### src/rtl/stsm_pkg.sv
package stsm_pkg;

    // Audio and tone constants.
    localparam int SampleRateHz = 16000;
    localparam int SamplesPerMs = SampleRateHz / 1000;
    localparam int RampSamples  = 64;
    localparam int EffectCount  = 11;
    localparam int ToneLevel    = 5000;
    localparam int PctDiv       = 100;
    localparam int PctMax       = 100;

    // Datapath widths.
    localparam int MagW   = 16;
    localparam int GainW  = 7;
    localparam int ProdW  = MagW + GainW;
    localparam int RemW   = $clog2(PctDiv);
    localparam int FreqW  = 11;
    localparam int TotW   = 13;
    localparam int PhaseW = 14;
    localparam int PosW   = 3;
    localparam int FxW    = 4;
    localparam int RampW  = $clog2(RampSamples) + 1;
    localparam int AmpW   = 13;
    localparam int CfgIdxW = 2;

    // Configuration register indexes.
    localparam logic [CfgIdxW-1:0] CfgMusicGain  = 2'd0;
    localparam logic [CfgIdxW-1:0] CfgCryGain    = 2'd1;
    localparam logic [CfgIdxW-1:0] CfgEffectGain = 2'd2;

    // One note of an effect: tone frequency and length in samples.
    typedef struct packed {
        logic [FreqW-1:0] freq;
        logic [TotW-1:0]  total;
    } t_note;

    // Step controls for the serial percent-scaling lanes.
    typedef struct packed {
        logic load;
        logic mul;
        logic div_init;
        logic div;
    } t_lane_ctl;

    function automatic t_note mk_note(input int freq, input int ms);
        t_note n;
        n.freq  = FreqW'(freq);
        n.total = TotW'(ms * SamplesPerMs);
        return n;
    endfunction

    // Number of notes in each effect; unused slots are empty.
    function automatic logic [PosW-1:0] tone_len(input logic [FxW-1:0] slot);
        logic [PosW-1:0] len;
        case (slot)
            4'd0:    len = 3'd1;
            4'd1:    len = 3'd3;
            4'd2:    len = 3'd2;
            4'd3:    len = 3'd2;
            4'd4:    len = 3'd4;
            4'd5:    len = 3'd5;
            4'd6:    len = 3'd5;
            4'd7:    len = 3'd2;
            4'd8:    len = 3'd3;
            4'd9:    len = 3'd2;
            4'd10:   len = 3'd5;
            default: len = 3'd0;
        endcase
        return len;
    endfunction

    // Note table: frequency in Hz and duration in ms. Frequency zero is a rest.
    function automatic t_note tone_note(input logic [FxW-1:0] slot,
                                        input logic [PosW-1:0] pos);
        t_note n;
        n = mk_note(0, 0);
        case (slot)
            4'd0: begin
                case (pos)
                    3'd0:    n = mk_note(880, 35);
                    default: n = mk_note(0, 0);
                endcase
            end
            4'd1: begin
                case (pos)
                    3'd0:    n = mk_note(660, 45);
                    3'd1:    n = mk_note(0, 12);
                    3'd2:    n = mk_note(660, 45);
                    default: n = mk_note(0, 0);
                endcase
            end
            4'd2: begin
                case (pos)
                    3'd0:    n = mk_note(784, 45);
                    3'd1:    n = mk_note(988, 60);
                    default: n = mk_note(0, 0);
                endcase
            end
            4'd3: begin
                case (pos)
                    3'd0:    n = mk_note(1047, 55);
                    3'd1:    n = mk_note(1319, 90);
                    default: n = mk_note(0, 0);
                endcase
            end
            4'd4: begin
                case (pos)
                    3'd0:    n = mk_note(523, 80);
                    3'd1:    n = mk_note(659, 80);
                    3'd2:    n = mk_note(784, 110);
                    3'd3:    n = mk_note(1047, 170);
                    default: n = mk_note(0, 0);
                endcase
            end
            4'd5: begin
                case (pos)
                    3'd0:    n = mk_note(523, 80);
                    3'd1:    n = mk_note(659, 80);
                    3'd2:    n = mk_note(784, 80);
                    3'd3:    n = mk_note(1047, 90);
                    3'd4:    n = mk_note(1319, 230);
                    default: n = mk_note(0, 0);
                endcase
            end
            4'd6: begin
                case (pos)
                    3'd0:    n = mk_note(784, 70);
                    3'd1:    n = mk_note(0, 25);
                    3'd2:    n = mk_note(784, 70);
                    3'd3:    n = mk_note(0, 25);
                    3'd4:    n = mk_note(1047, 200);
                    default: n = mk_note(0, 0);
                endcase
            end
            4'd7: begin
                case (pos)
                    3'd0:    n = mk_note(300, 110);
                    3'd1:    n = mk_note(200, 170);
                    default: n = mk_note(0, 0);
                endcase
            end
            4'd8: begin
                case (pos)
                    3'd0:    n = mk_note(784, 150);
                    3'd1:    n = mk_note(659, 150);
                    3'd2:    n = mk_note(523, 280);
                    default: n = mk_note(0, 0);
                endcase
            end
            4'd9: begin
                case (pos)
                    3'd0:    n = mk_note(784, 70);
                    3'd1:    n = mk_note(1047, 130);
                    default: n = mk_note(0, 0);
                endcase
            end
            4'd10: begin
                case (pos)
                    3'd0:    n = mk_note(1175, 90);
                    3'd1:    n = mk_note(880, 110);
                    3'd2:    n = mk_note(0, 70);
                    3'd3:    n = mk_note(1175, 90);
                    3'd4:    n = mk_note(880, 150);
                    default: n = mk_note(0, 0);
                endcase
            end
            default: n = mk_note(0, 0);
        endcase
        return n;
    endfunction

endpackage

### src/rtl/stsm_lane.sv
// Serial percent scaler: quot = floor(mag * gain / 100).
// The multiply takes one gain bit per cycle, MSB first; the divide by 100
// is restoring division producing one quotient bit per cycle.
module stsm_lane import stsm_pkg::*; (
    input  logic             i_clk,
    input  t_lane_ctl        i_ctl,
    input  logic [MagW-1:0]  i_mag,
    input  logic [GainW-1:0] i_gain,
    output logic [MagW-1:0]  o_quot
);

    logic [MagW-1:0]  r_mag;
    logic [GainW-1:0] r_gain;
    logic [ProdW-1:0] r_prod;
    logic [RemW-1:0]  r_rem;
    logic [MagW-1:0]  r_quot;
    logic [RemW:0]    trial;
    logic             fits;

    // Partial remainder with the next dividend bit brought in.
    assign trial = {r_rem, r_prod[ProdW-1]};
    assign fits  = (trial >= (RemW+1)'(PctDiv));

    // Multiply, then divide, sharing the product shift register.
    always_ff @(posedge i_clk) begin
        if (i_ctl.load) begin
            r_mag  <= i_mag;
            r_gain <= i_gain;
            r_prod <= '0;
            r_quot <= '0;
        end else if (i_ctl.mul) begin
            r_prod <= {r_prod[ProdW-2:0], 1'b0}
                      + (r_gain[GainW-1] ? ProdW'(r_mag) : ProdW'(0));
            r_gain <= {r_gain[GainW-2:0], 1'b0};
        end else if (i_ctl.div_init) begin
            // The top bits are already below 100, so they seed the remainder.
            r_rem  <= RemW'(r_prod[ProdW-1:MagW]);
            r_prod <= r_prod << GainW;
        end else if (i_ctl.div) begin
            r_rem  <= fits ? RemW'(trial - (RemW+1)'(PctDiv)) : RemW'(trial);
            r_prod <= {r_prod[ProdW-2:0], 1'b0};
            r_quot <= {r_quot[MagW-2:0], fits};
        end
    end

    assign o_quot = r_quot;

endmodule

### src/rtl/stsm_tone.sv
// Effect player: note sequencer, phase accumulator, ramp and square level.
// State advances once per sample on i_step.
module stsm_tone import stsm_pkg::*; (
    input  logic            i_clk,
    input  logic            i_rst_n,
    input  logic            i_step,
    input  logic            i_start,
    input  logic [FxW-1:0]  i_num,
    input  logic            i_audible,
    output logic [AmpW-1:0] o_amp,
    output logic            o_neg,
    output logic            o_busy
);

    localparam int RampShift = $clog2(RampSamples);
    localparam int ScaledW   = AmpW + RampShift;

    logic              r_playing;
    logic [FxW-1:0]    r_fx;
    logic [PosW-1:0]   r_pos;
    logic [TotW-1:0]   r_cnt;
    logic [PhaseW-1:0] r_phase;
    logic [AmpW-1:0]   r_amp;
    logic              r_neg;

    logic              n_playing;
    logic [FxW-1:0]    n_fx;
    logic [PosW-1:0]   n_pos;
    logic [TotW-1:0]   n_cnt;
    logic [PhaseW-1:0] n_phase;
    logic [AmpW-1:0]   n_amp;
    logic              n_neg;

    logic              start_ok;
    logic              s_playing;
    logic [FxW-1:0]    s_fx;
    logic [PosW-1:0]   s_pos;
    logic [TotW-1:0]   s_cnt;
    logic [PhaseW-1:0] s_phase;
    t_note             note;
    logic [PosW-1:0]   len;
    logic [PhaseW:0]   ph_sum;
    logic [PhaseW-1:0] ph_next;
    logic [TotW-1:0]   rem;
    logic [RampW-1:0]  ramp;
    logic [ScaledW-1:0] scaled;
    logic [TotW-1:0]   cnt_inc;
    logic [PosW:0]     pos_inc;

    // A start of a known effect rewinds the player before this sample.
    assign start_ok = i_start && (i_num < FxW'(EffectCount)) && (tone_len(i_num) != '0);

    always_comb begin
        s_playing = r_playing;
        s_fx      = r_fx;
        s_pos     = r_pos;
        s_cnt     = r_cnt;
        s_phase   = r_phase;
        if (start_ok) begin
            s_playing = 1'b1;
            s_fx      = i_num;
            s_pos     = '0;
            s_cnt     = '0;
            s_phase   = '0;
        end
    end

    // Current note, phase step and ramp level.
    assign note    = tone_note(s_fx, s_pos);
    assign len     = tone_len(s_fx);
    assign ph_sum  = {1'b0, s_phase} + (PhaseW+1)'(note.freq);
    assign ph_next = (ph_sum >= (PhaseW+1)'(SampleRateHz))
                     ? PhaseW'(ph_sum - (PhaseW+1)'(SampleRateHz)) : PhaseW'(ph_sum);
    assign rem     = (note.total > s_cnt) ? (note.total - s_cnt) : '0;
    assign cnt_inc = s_cnt + TotW'(1);
    assign pos_inc = {1'b0, s_pos} + (PosW+1)'(1);

    always_comb begin
        if (s_cnt < TotW'(RampSamples)) begin
            ramp = RampW'(s_cnt);
        end else if (rem < TotW'(RampSamples)) begin
            ramp = RampW'(rem);
        end else begin
            ramp = RampW'(RampSamples);
        end
    end

    assign scaled = ScaledW'(ramp) * ScaledW'(ToneLevel);

    // Next player state and the unsigned tone level for this sample.
    always_comb begin
        n_playing = s_playing;
        n_fx      = s_fx;
        n_pos     = s_pos;
        n_cnt     = s_cnt;
        n_phase   = s_phase;
        n_amp     = '0;
        n_neg     = 1'b0;
        if (!i_audible) begin
            n_playing = 1'b0;
        end else if (s_playing) begin
            if (s_pos >= len) begin
                n_playing = 1'b0;
            end else begin
                if (note.freq != '0) begin
                    n_amp   = scaled[ScaledW-1:RampShift];
                    n_neg   = (ph_next >= PhaseW'(SampleRateHz / 2));
                    n_phase = ph_next;
                end
                if (cnt_inc >= note.total) begin
                    n_cnt   = '0;
                    n_phase = '0;
                    if (pos_inc >= {1'b0, len}) begin
                        n_playing = 1'b0;
                        n_pos     = '0;
                    end else begin
                        n_pos = pos_inc[PosW-1:0];
                    end
                end else begin
                    n_cnt = cnt_inc;
                end
            end
        end
    end

    // Player state registers.
    always_ff @(posedge i_clk) begin
        if (!i_rst_n) begin
            r_playing <= 1'b0;
            r_fx      <= '0;
            r_pos     <= '0;
            r_cnt     <= '0;
            r_phase   <= '0;
        end else if (i_step) begin
            r_playing <= n_playing;
            r_fx      <= n_fx;
            r_pos     <= n_pos;
            r_cnt     <= n_cnt;
            r_phase   <= n_phase;
        end
    end

    // Tone level and sign for the scaling lane.
    always_ff @(posedge i_clk) begin
        if (i_step) begin
            r_amp <= n_amp;
            r_neg <= n_neg;
        end
    end

    assign o_amp  = r_amp;
    assign o_neg  = r_neg;
    assign o_busy = r_playing;

endmodule

### src/rtl/square_tone_sfx_mixer.sv
// Channel   Handshake          Payload
// input     i_valid/o_ready    start, effect number, audible, music, cry
// output    o_valid/i_ready    mixed sample, effect busy
// config    i_cfg_we           i_cfg_idx, i_cfg_data (no wait)
//
// Each sample runs from its input transfer through the tone player step, the lane
// load, the serial multiply (one gain bit per step), the serial divide by 100,
// the mix into the output register and an idle state with ready high; only
// then can the next input transfer take place.
// Reset (synchronous, active low) restores the default gains and stops any effect.
// A result waiting in the output register stalls only the final mix step.
module square_tone_sfx_mixer import stsm_pkg::*; (
    input  logic                   i_clk,
    input  logic                   i_rst_n,
    input  logic                   i_valid,
    output logic                   o_ready,
    input  logic                   i_start_effect,
    input  logic [FxW-1:0]         i_effect_number,
    input  logic                   i_audible,
    input  logic                   i_music_valid,
    input  logic signed [MagW-1:0] i_music_sample,
    input  logic                   i_cry_valid,
    input  logic signed [MagW-1:0] i_cry_sample,
    output logic                   o_valid,
    input  logic                   i_ready,
    output logic signed [MagW-1:0] o_mixed_sample,
    output logic                   o_effect_busy,
    input  logic                   i_cfg_we,
    input  logic [CfgIdxW-1:0]     i_cfg_idx,
    input  logic [GainW-1:0]       i_cfg_data
);

    localparam int StW  = 3;
    localparam int CntW = $clog2(MagW);
    localparam int SumW = MagW + 2;

    localparam logic [StW-1:0] S_IDLE = 3'd0;
    localparam logic [StW-1:0] S_PREP = 3'd1;
    localparam logic [StW-1:0] S_LOAD = 3'd2;
    localparam logic [StW-1:0] S_MUL  = 3'd3;
    localparam logic [StW-1:0] S_DIVI = 3'd4;
    localparam logic [StW-1:0] S_DIV  = 3'd5;
    localparam logic [StW-1:0] S_DONE = 3'd6;

    localparam logic [CntW-1:0] MulLast = CntW'(GainW - 1);
    localparam logic [CntW-1:0] DivLast = CntW'(MagW - 1);

    logic [StW-1:0]   r_state;
    logic [StW-1:0]   n_state;
    logic [CntW-1:0]  r_cnt;
    logic [CntW-1:0]  n_cnt;

    logic [GainW-1:0] r_music_gain;
    logic [GainW-1:0] r_cry_gain;
    logic [GainW-1:0] r_effect_gain;
    logic [GainW-1:0] cfg_gain;

    logic             r_start;
    logic [FxW-1:0]   r_num;
    logic             r_audible;
    logic             r_mvalid;
    logic [MagW-1:0]  r_msample;
    logic             r_cvalid;
    logic [MagW-1:0]  r_csample;
    logic             r_mus_neg;
    logic             r_cry_neg;

    logic             r_out_valid;
    logic [MagW-1:0]  r_out_sample;
    logic             r_out_busy;

    logic             in_xfer;
    logic             out_load;
    t_lane_ctl        lane_ctl;
    logic [MagW-1:0]  mus_mag;
    logic [MagW-1:0]  cry_mag;
    logic [MagW-1:0]  fx_mag;
    logic [MagW-1:0]  mus_quot;
    logic [MagW-1:0]  cry_quot;
    logic [MagW-1:0]  fx_quot;
    logic [AmpW-1:0]  tone_amp;
    logic             tone_neg;
    logic             tone_busy;
    logic signed [SumW-1:0] sum;
    logic [MagW-1:0]  sat;

    function automatic logic signed [SumW-1:0] signed_term(input logic [MagW-1:0] q,
                                                           input logic neg);
        logic signed [SumW-1:0] t;
        t = $signed({2'b00, q});
        return neg ? -t : t;
    endfunction

    assign in_xfer  = i_valid && o_ready;
    assign out_load = (r_state == S_DONE) && (!r_out_valid || i_ready);

    // Gain registers; writes above 100 percent clamp to 100.
    assign cfg_gain = (i_cfg_data > GainW'(PctMax)) ? GainW'(PctMax) : i_cfg_data;

    always_ff @(posedge i_clk) begin
        if (!i_rst_n) begin
            r_music_gain  <= GainW'(25);
            r_cry_gain    <= GainW'(65);
            r_effect_gain <= GainW'(100);
        end else if (i_cfg_we) begin
            case (i_cfg_idx)
                CfgMusicGain:  r_music_gain  <= cfg_gain;
                CfgCryGain:    r_cry_gain    <= cfg_gain;
                CfgEffectGain: r_effect_gain <= cfg_gain;
                default:       ;
            endcase
        end
    end

    // Sequencer: player step, lane load, serial multiply, serial divide, mix.
    always_comb begin
        n_state = r_state;
        n_cnt   = r_cnt;
        case (r_state)
            S_IDLE: begin
                if (i_valid) begin
                    n_state = S_PREP;
                end
            end
            S_PREP: begin
                n_state = S_LOAD;
            end
            S_LOAD: begin
                n_state = S_MUL;
                n_cnt   = '0;
            end
            S_MUL: begin
                if (r_cnt == MulLast) begin
                    n_state = S_DIVI;
                    n_cnt   = '0;
                end else begin
                    n_cnt = r_cnt + CntW'(1);
                end
            end
            S_DIVI: begin
                n_state = S_DIV;
            end
            S_DIV: begin
                if (r_cnt == DivLast) begin
                    n_state = S_DONE;
                end else begin
                    n_cnt = r_cnt + CntW'(1);
                end
            end
            S_DONE: begin
                if (out_load) begin
                    n_state = S_IDLE;
                end
            end
            default: begin
                n_state = S_IDLE;
            end
        endcase
    end

    always_ff @(posedge i_clk) begin
        if (!i_rst_n) begin
            r_state <= S_IDLE;
            r_cnt   <= '0;
        end else begin
            r_state <= n_state;
            r_cnt   <= n_cnt;
        end
    end

    assign o_ready = (r_state == S_IDLE);

    // Capture the input transfer.
    always_ff @(posedge i_clk) begin
        if (in_xfer) begin
            r_start   <= i_start_effect;
            r_num     <= i_effect_number;
            r_audible <= i_audible;
            r_mvalid  <= i_music_valid;
            r_msample <= i_music_sample;
            r_cvalid  <= i_cry_valid;
            r_csample <= i_cry_sample;
        end
    end

    // Effect player.
    stsm_tone u_tone (
        .i_clk     (i_clk),
        .i_rst_n   (i_rst_n),
        .i_step    (r_state == S_PREP),
        .i_start   (r_start),
        .i_num     (r_num),
        .i_audible (r_audible),
        .o_amp     (tone_amp),
        .o_neg     (tone_neg),
        .o_busy    (tone_busy)
    );

    // Lane operands: magnitudes, zero for a muted or absent source.
    assign mus_mag = (r_audible && r_mvalid)
                     ? (r_msample[MagW-1] ? (~r_msample + MagW'(1)) : r_msample) : '0;
    assign cry_mag = (r_audible && r_cvalid)
                     ? (r_csample[MagW-1] ? (~r_csample + MagW'(1)) : r_csample) : '0;
    assign fx_mag  = MagW'(tone_amp);

    always_ff @(posedge i_clk) begin
        if (r_state == S_LOAD) begin
            r_mus_neg <= r_msample[MagW-1];
            r_cry_neg <= r_csample[MagW-1];
        end
    end

    assign lane_ctl.load     = (r_state == S_LOAD);
    assign lane_ctl.mul      = (r_state == S_MUL);
    assign lane_ctl.div_init = (r_state == S_DIVI);
    assign lane_ctl.div      = (r_state == S_DIV);

    stsm_lane u_lane_music (
        .i_clk  (i_clk),
        .i_ctl  (lane_ctl),
        .i_mag  (mus_mag),
        .i_gain (r_music_gain),
        .o_quot (mus_quot)
    );

    stsm_lane u_lane_cry (
        .i_clk  (i_clk),
        .i_ctl  (lane_ctl),
        .i_mag  (cry_mag),
        .i_gain (r_cry_gain),
        .o_quot (cry_quot)
    );

    stsm_lane u_lane_fx (
        .i_clk  (i_clk),
        .i_ctl  (lane_ctl),
        .i_mag  (fx_mag),
        .i_gain (r_effect_gain),
        .o_quot (fx_quot)
    );

    // Mix the signed terms and saturate to 16 bits.
    assign sum = signed_term(mus_quot, r_mus_neg)
               + signed_term(cry_quot, r_cry_neg)
               + signed_term(fx_quot, tone_neg);

    always_comb begin
        if (sum > SumW'(32767)) begin
            sat = 16'h7FFF;
        end else if (sum < -SumW'(32768)) begin
            sat = 16'h8000;
        end else begin
            sat = sum[MagW-1:0];
        end
    end

    // Output register; holds a result until its transfer.
    always_ff @(posedge i_clk) begin
        if (!i_rst_n) begin
            r_out_valid <= 1'b0;
        end else if (out_load) begin
            r_out_valid <= 1'b1;
        end else if (i_ready) begin
            r_out_valid <= 1'b0;
        end
    end

    always_ff @(posedge i_clk) begin
        if (out_load) begin
            r_out_sample <= sat;
            r_out_busy   <= tone_busy;
        end
    end

    assign o_valid        = r_out_valid;
    assign o_mixed_sample = r_out_sample;
    assign o_effect_busy  = r_out_busy;

endmodule

### config.mk
export PLATFORM = sky130hd
export DESIGN_NAME = square_tone_sfx_mixer
export DESIGN_NICKNAME = d
export VERILOG_FILES = /design/src/rtl/stsm_pkg.sv /design/src/rtl/stsm_lane.sv /design/src/rtl/stsm_tone.sv /design/src/rtl/square_tone_sfx_mixer.sv
export SDC_FILE = /design/constraint.sdc
export NUM_CORES = 1
export LEC_CHECK = 0
export BUFFER_PORTS_ARGS = -buffer_cell sky130_fd_sc_hd__buf_4
export CAP_MARGIN = 20
export CORE_MARGIN = 3
export CORE_UTILIZATION = 45
export DETAILED_ROUTE_END_ITERATION = 10
export PLACE_DENSITY_LB_ADDON = 0.12
export SETUP_SLACK_MARGIN = 0.15
export SYNTH_ARGS = -nofsm -noshare
export SYNTH_HDL_FRONTEND = slang
export SYNTH_SLANG_ARGS = --single-unit
### constraint.sdc
create_clock -name i_clk -period 19 [get_ports i_clk]
set_input_delay 4.75 -clock i_clk [delete_from_list [all_inputs] [get_ports i_clk]]
set_output_delay 4.75 -clock i_clk [all_outputs]
set_load 0.1 [all_outputs]
==> results.json, run 1 <==
{
  "max_slew_margin": 0.150,
  "async_flop_share": 0,
  "finalInstanceArea_um2": 26000,
  "finalNetCount": 2956,
  "fin_hold_ws_ns": 0.413,
  "core_area_um2": 51500,
  "firstDrtPassIters": 7,
  "clock_sinks": 344,
  "root_buffer": "clkbuf_16",
  "start_kind": "flip-flop",
  "slowest_delay_ns": 1.03,
  "yosys-top-cells-area": "edfxtp_1 20%, dfxtp_1 16%, ha_1 8.5%",
  "top_regs": "u_lane_cry.r_prod (23), u_lane_fx.r_prod (23), u_lane_music.r_prod (23)",
  "post-route-drc-count": 0,
  "drtAntennaViolNets": 0,
  "antenna_found_initial": 3,
  "vias_per_cell": 5.75,
  "drv_slew": 0,
  "final.setup.tns_ns": 0,
  "whs_endpoint": "u_lane_fx.r_mag[8]$_DFFE_PP_",
  "cp.arrival_ns": 10.96,
  "wl_um": 60100,
  "grt_setup_unrepaired": "no",
  "dieHeight_um": 235,
  "layout-drive-gt1-share": 0.0823,
  "ff2ff_path_depth": 37,
  "clk_path_buf_depth": 3,
  "worst_pin_slew_ns": 1.24,
  "min_path_cells": 0,
  "portBuffers": 72,
  "fin_crit_sh": 0.562,
  "hp-start": "u_tone.o_amp[8]$_SDFFCE_PP0P_",
  "r2r_slack_ns": 8.33,
  "synth_cell_type_count": 87,
  "skew_ns": 0.0196,
  "clkLatencyLatePin_ns": 0.57,
  "maxCapViolations": 0,
  "grt_pass1_wl_um": 98000,
  "grt_max_degree": 65,
  "status": "finished clean",
  "seq_area_frac_synth": 0.361,
  "grt_pass1_vias": 19000,
  "via_count": 19700,
  "p_leak_nw": 10.5,
  "min_period_ns": 10.67,
  "netlist_instances": 2707,
  "drtIter0Drc": 1351,
  "hold_viol_final": 0,
  "path_clk_slew_ns": 0.06,
  "htree_levels": 2,
  "ys_warn_count": 0,
  "yosys.area.top_type_share": 0.204,
  "hold_buffers": 0,
  "track_usage": 0.211,
  "ir_drop_mv": 0.107,
  "cts_resized": 0,
  "die_area_um2": 55100,
  "hpwl_um": 43000,
  "synth_top_area_cell": "edfxtp_1",
  "placed_cell_area_um2": 24600,
  "syn2layout_area_growth_pct": 10.5,
  "ys_seq_elements": 344,
  "p_per_area_nw_per_um2": 140,
  "post_cts.repair.setup_buffers": 0,
  "fillers": 4829,
  "io_pins": 73,
  "fmax_mhz": 93.7,
  "syn-num-nets": 2951,
  "critPathKind": "reg2reg",
  "ys.flop_type": "dfxtp_1",
  "end_kind": "flip-flop",
  "synth_area_per_cell_um2": 8.69,
  "crit_slowest_cell": "a2111oi_0",
  "die_w_um": 235,
  "netlist_area_um2": 23500,
  "cts_tree": "built",
  "num_rows": 83,
  "r2r_end": "u_tone.o_amp[12]$_SDFFCE_PP0P_",
  "cp_max_fo": 48,
  "setup_violations": 0,
  "n_antenna_cell": 0,
  "cp_data_required_time_ns": 19.29,
  "overflow": 0,
  "wl_per_cell_um": 17.6,
  "hold_class": "reg2reg",
  "cts_buffers": 41,
  "initial_core_util": 0.457,
  "gp_congestion": 0.889,
  "synth-edff-count": 160
}
cells by family (layout without fill, tap and decap cells):
kind of cell / Yosys count / after routing / synth area share
flops: 344 / 344 / 0.361
buf+inv: 259 / 297 / 0.0421
xor+xnor: 174 / 174 / 0.0659
simple gates: 912 / 912 / 0.182
compound gates: 761 / 761 / 0.209
mux: 67 / 67 / 0.0296
fa+ha+maj: 190 / 190 / 0.111
how the worst max path moves through the flow:
stage                             startpoint                             end  slack [ns]  depth (start not counted)
final                              flip-flop  u_tone.o_amp[12]$_SDFFCE_PP0P_        8.33                         37
after global routing      r_num[2]$_DFFE_PP_  u_tone.o_amp[12]$_SDFFCE_PP0P_        7.48                         36
after CTS                 r_num[2]$_DFFE_PP_  u_tone.o_amp[12]$_SDFFCE_PP0P_        8.43                         36
after detailed placement  r_num[2]$_DFFE_PP_  u_tone.o_amp[12]$_SDFFCE_PP0P_        8.49                         36
after global placement             flip-flop  u_tone.o_amp[12]$_SDFFCE_PP0P_        8.60                         34
after floorplan                    flip-flop  u_tone.o_amp[12]$_SDFFCE_PP0P_        9.31                         40
Yosys cell counts (6+ instances only):
master and number:
a211oi_1 34, nor2b_1 41, nor4_1 8, nand3b_1 7, o211ai_1 26, and3_1 24, nand2b_1 28, nand4_1 14
edfxtp_1 160, a21oi_1 178, o31ai_1 30, nand2_1 353, inv_1 119, mux2i_1 46, o21ai_0 200, a21boi_0 20
o311ai_0 6, a32oi_1 8, fa_1 30, a22oi_1 19, o22ai_1 38, or2_2 16, nor2_1 200, xnor2_1 112
o41ai_1 13, xor2_1 60, o21ai_2 8, or3_1 28, o211a_1 10, dfxtp_1 184, and2_1 74, o2111ai_1 7
nand3_1 47, buf_1 11, nor3_1 43, a31oi_1 29, clkbuf_1 118, a22o_1 21, mux2_2 21, a21o_1 32
o221ai_1 9, o21a_1 22, ha_1 160, nor3b_1 8
power breakdown:
group          total, W  internal, W  switching (W)
clock network  0.000809     0.000494       0.000316
registers       0.00113     0.000971       0.000156
logic           0.00171     0.000661        0.00105
total           0.00365      0.00213        0.00152
worst max-delay path: cells and delay by family (launching register included):
kind	cells	cell delay, ns
AO/OA/AOI/OAI	17	4.96
XOR/XNOR	1	0.17
adder cells (fa/ha/maj)	7	2.63
buffers and inverters	5	0.81
flip-flops	1	0.30
AND/OR/NAND/NOR	7	1.52
final cells by class:
| cell class | instances | area (µm²) | area share |
|---|---|---|---|
| Clock buffer | 58 | 1190 | 0.0460 |
| Inverter | 123 | 462 | 0.0178 |
| Sequential cell | 344 | 8490 | 0.327 |
| Tap cell | 680 | 851 | 0.0327 |
| Clock inverter | 18 | 195 | 0.00751 |
| Multi-Input combinational cell | 2104 | 14100 | 0.541 |
| Timing Repair Buffer | 98 | 748 | 0.0288 |
metal layers:
| metal | GRT usage | part of all wire | vias to the layer above |
|---|---|---|---|
| met5 | 0 | 0 | - |
| met4 | 0.0558 | 0.019 | 0 |
| met3 | 0.0290 | 0.047 | 83 |
| met2 | 0.357 | 0.48 | 468 |
| met1 | 0.285 | 0.46 | 9400 |
| li1 | - | - | 9742 |
placed cells by master, fill, tap and decap left out, drive strengths merged, types with 16 or more instances in the layout:
| master | Yosys | final |
|---|---|---|
| nand2 | 353 | 353 |
| mux2i | 46 | 46 |
| nor2b | 41 | 41 |
| a21oi | 180 | 180 |
| a21boi | 20 | 20 |
| edfxtp | 160 | 160 |
| o21ai | 209 | 209 |
| a22o | 21 | 21 |
| o31ai | 32 | 32 |
| a22oi | 19 | 19 |
| xnor2 | 114 | 114 |
| dfxtp | 184 | 184 |
| a31oi | 29 | 29 |
| ha | 160 | 160 |
| clkbuf | 118 | 58 |
| or3 | 28 | 28 |
| and3 | 24 | 24 |
| or2 | 16 | 16 |
| xor2 | 60 | 60 |
| a21o | 32 | 32 |
| buf | 18 | 98 |
| and2 | 74 | 74 |
| nor2 | 201 | 201 |
| o21a | 22 | 22 |
| o211ai | 26 | 26 |
| inv | 120 | 122 |
| nand3 | 47 | 47 |
| mux2 | 21 | 21 |
| nor3 | 45 | 45 |
| fa | 30 | 30 |
| o22ai | 38 | 38 |
| a211oi | 34 | 34 |
| nand2b | 28 | 28 |
stage by stage:
step | setup slack [ns] | total power, W | utilization | cells
final | 8.33 | 0.00365 | 0.505 | 3425
after global routing | 7.48 | 0.00392 | 0.505 | 3425
after CTS | 8.43 | 0.00366 | 0.504 | 3424
after detailed placement | 8.49 | 0.00283 | 0.477 | 3348
after global placement | 8.60 | 0.00280 | 0.477 | 3348
after floorplan | 9.31 | 0.00239 | - | 2707
Power figures use the tool's default switching activity.
==> run 2, diff against run 1 <==
==> constraint.sdc (replaced) <==
create_clock -name i_clk -period 10.75 [get_ports i_clk]
set_input_delay 2.6875 -clock i_clk [delete_from_list [all_inputs] [get_ports i_clk]]
set_output_delay 2.6875 -clock i_clk [all_outputs]
set_load 0.1 [all_outputs]
==> results.json, run 2 (synthesized netlist as in run 1, its figures left out) <==
{
  "final.setup.tns_ns": 0,
  "die_w_um": 235,
  "clock_sinks": 344,
  "finalNetCount": 2960,
  "drv_slew": 0,
  "fin_crit_sh": 0.915,
  "placed_cell_area_um2": 24600,
  "fillers": 4844,
  "start_kind": "flip-flop",
  "ir_drop_mv": 0.152,
  "maxCapViolations": 0,
  "post_cts.repair.setup_buffers": 0,
  "wl_per_cell_um": 17.7,
  "multi_input_area_um2": 14100,
  "busiest_layer": "met2",
  "cts_buffers": 42,
  "initial_core_util": 0.457,
  "via_count": 19700,
  "min_path_cells": 0,
  "vias_per_cell": 5.75,
  "firstDrtPassIters": 6,
  "finalInstanceArea_um2": 26000,
  "wl_um": 60700,
  "use_met2": 0.357,
  "clkLatencyLatePin_ns": 0.56,
  "layout-drive-gt1-share": 0.0841,
  "critPathKind": "reg2reg",
  "antenna_found_initial": 2,
  "track_usage": 0.213,
  "final_cell_mix": "352 x nand2_1, 200 x o21ai_0, 198 x nor2_1, 182 x dfxtp_1, 178 x a21oi_1",
  "hold_class": "reg2reg",
  "min_period_ns": 9.84,
  "dieHeight_um": 235,
  "core_area_um2": 51500,
  "cpLargestDelayFamily": "compound AO/OA/AOI/OAI gates",
  "num_rows": 83,
  "top_regs": "u_lane_cry.r_prod (23), u_lane_fx.r_prod (23), u_lane_music.r_prod (23)",
  "seq_area_um2": 8490,
  "overflow": 0,
  "grt_setup_unrepaired": "no",
  "root_buffer": "clkbuf_16",
  "syn2layout_area_growth_pct": 10.6,
  "cpMostUsedCell": "a21o_1",
  "hp-start": "u_tone.o_amp[9]$_SDFFCE_PP0P_",
  "gp_congestion": 0.885,
  "grt_util_met3": 0.0296,
  "die_area_um2": 55100,
  "pre_cts_slack_ns": 0.694,
  "slowest_delay_ns": 0.57,
  "timing.final.ws_setup_ns": 0.911,
  "fin_hold_ws_ns": 0.417,
  "drtAntennaViolNets": 0,
  "hpwl_um": 43900,
  "htree_levels": 2,
  "path_clk_slew_ns": 0.06,
  "crit_slowest_cell": "fa_1",
  "p_per_area_nw_per_um2": 248,
  "status": "finished clean",
  "grt_pass1_wl_um": 98400,
  "grt_pass1_vias": 19200,
  "worst_pin_slew_ns": 1.02,
  "clk_path_buf_depth": 3,
  "max_slew_margin": 0.320,
  "post-route-drc-count": 0,
  "cp_max_fo": 21,
  "final_common_cell": "nand2_1",
  "cp.buffers_inverters": 4,
  "cts_tree": "built",
  "n_antenna_cell": 0,
  "portBuffers": 72,
  "p_leak_nw": 10.5,
  "ff2ff_path_depth": 37,
  "grtUsageMet1": 0.285,
  "fmax_mhz": 102,
  "io_pins": 73,
  "grt_max_degree": 71,
  "hold_viol_final": 0,
  "cp.arrival_ns": 10.12,
  "end_kind": "flip-flop",
  "drtIter0Drc": 1384,
  "cp.depth": 37,
  "cp_data_required_time_ns": 11.03,
  "skew_ns": 0.0154,
  "setup_violations": 0
}
run 2: worst paths after layout:
path / end / slack (ns)
setup / recovery: u_tone.o_amp[12]$_SDFFCE_PP0P_ / 0.91
hold / removal: u_lane_fx.r_mag[9]$_DFFE_PP_ / 0.42
setup reg to reg: u_tone.o_amp[12]$_SDFFCE_PP0P_ / 0.91
hold reg to reg: u_lane_fx.r_mag[9]$_DFFE_PP_ / 0.42
run 2: power breakdown:
| group | internal [W] | switching [W] |
|---|---|---|
| Combinational | 0.00118 | 0.00186 |
| Clock | 0.000865 | 0.000556 |
| Sequential | 0.00172 | 0.000283 |
| Total | 0.00376 | 0.00270 |
run 2: worst reg2reg max path: cells and delay by family (launching register included):
kind	cells	cell delay [ns]
and+or+nand+nor	8	1.66
adders and majority gates	6	2.24
DFF	1	0.30
buffers and inverters	4	0.53
xor gates and xnor gates	1	0.16
AOI/OAI and AO/OA	18	4.66
run 2: per-stage QoR:
stage / power, W / utilization / std cells
detailed placement: 0.00503 / 0.478 / 3351
global route: 0.00693 / 0.505 / 3427
global placement: 0.00496 / 0.478 / 3351
floorplan: 0.00423 / - / 2707
finish: 0.00646 / 0.505 / 3427
CTS: 0.00648 / 0.504 / 3426
run 2: area by class of cell:
class / count / share of cell area
inverters: 123 / 0.0177
multi-input cells: 2104 / 0.541
repair buffers: 101 / 0.0298
clock inverters: 20 / 0.00875
flip-flops and latches: 344 / 0.326
well taps: 680 / 0.0327
clock buffers: 55 / 0.0438
run 2: routing by layer:
metal,vias to the layer above,routed length [µm],part of all wire
li1,9756,-,-
met1,9372,27800,0.46
met2,475,28600,0.47
met3,96,2750,0.045
met4,2,1510,0.025
met5,-,10,0.00016
run 2: what timing repair did:
action                     CTS  global route
setup endpoints to repair    0             1
gates resized for setup      0             6
hold buffers                 0             0
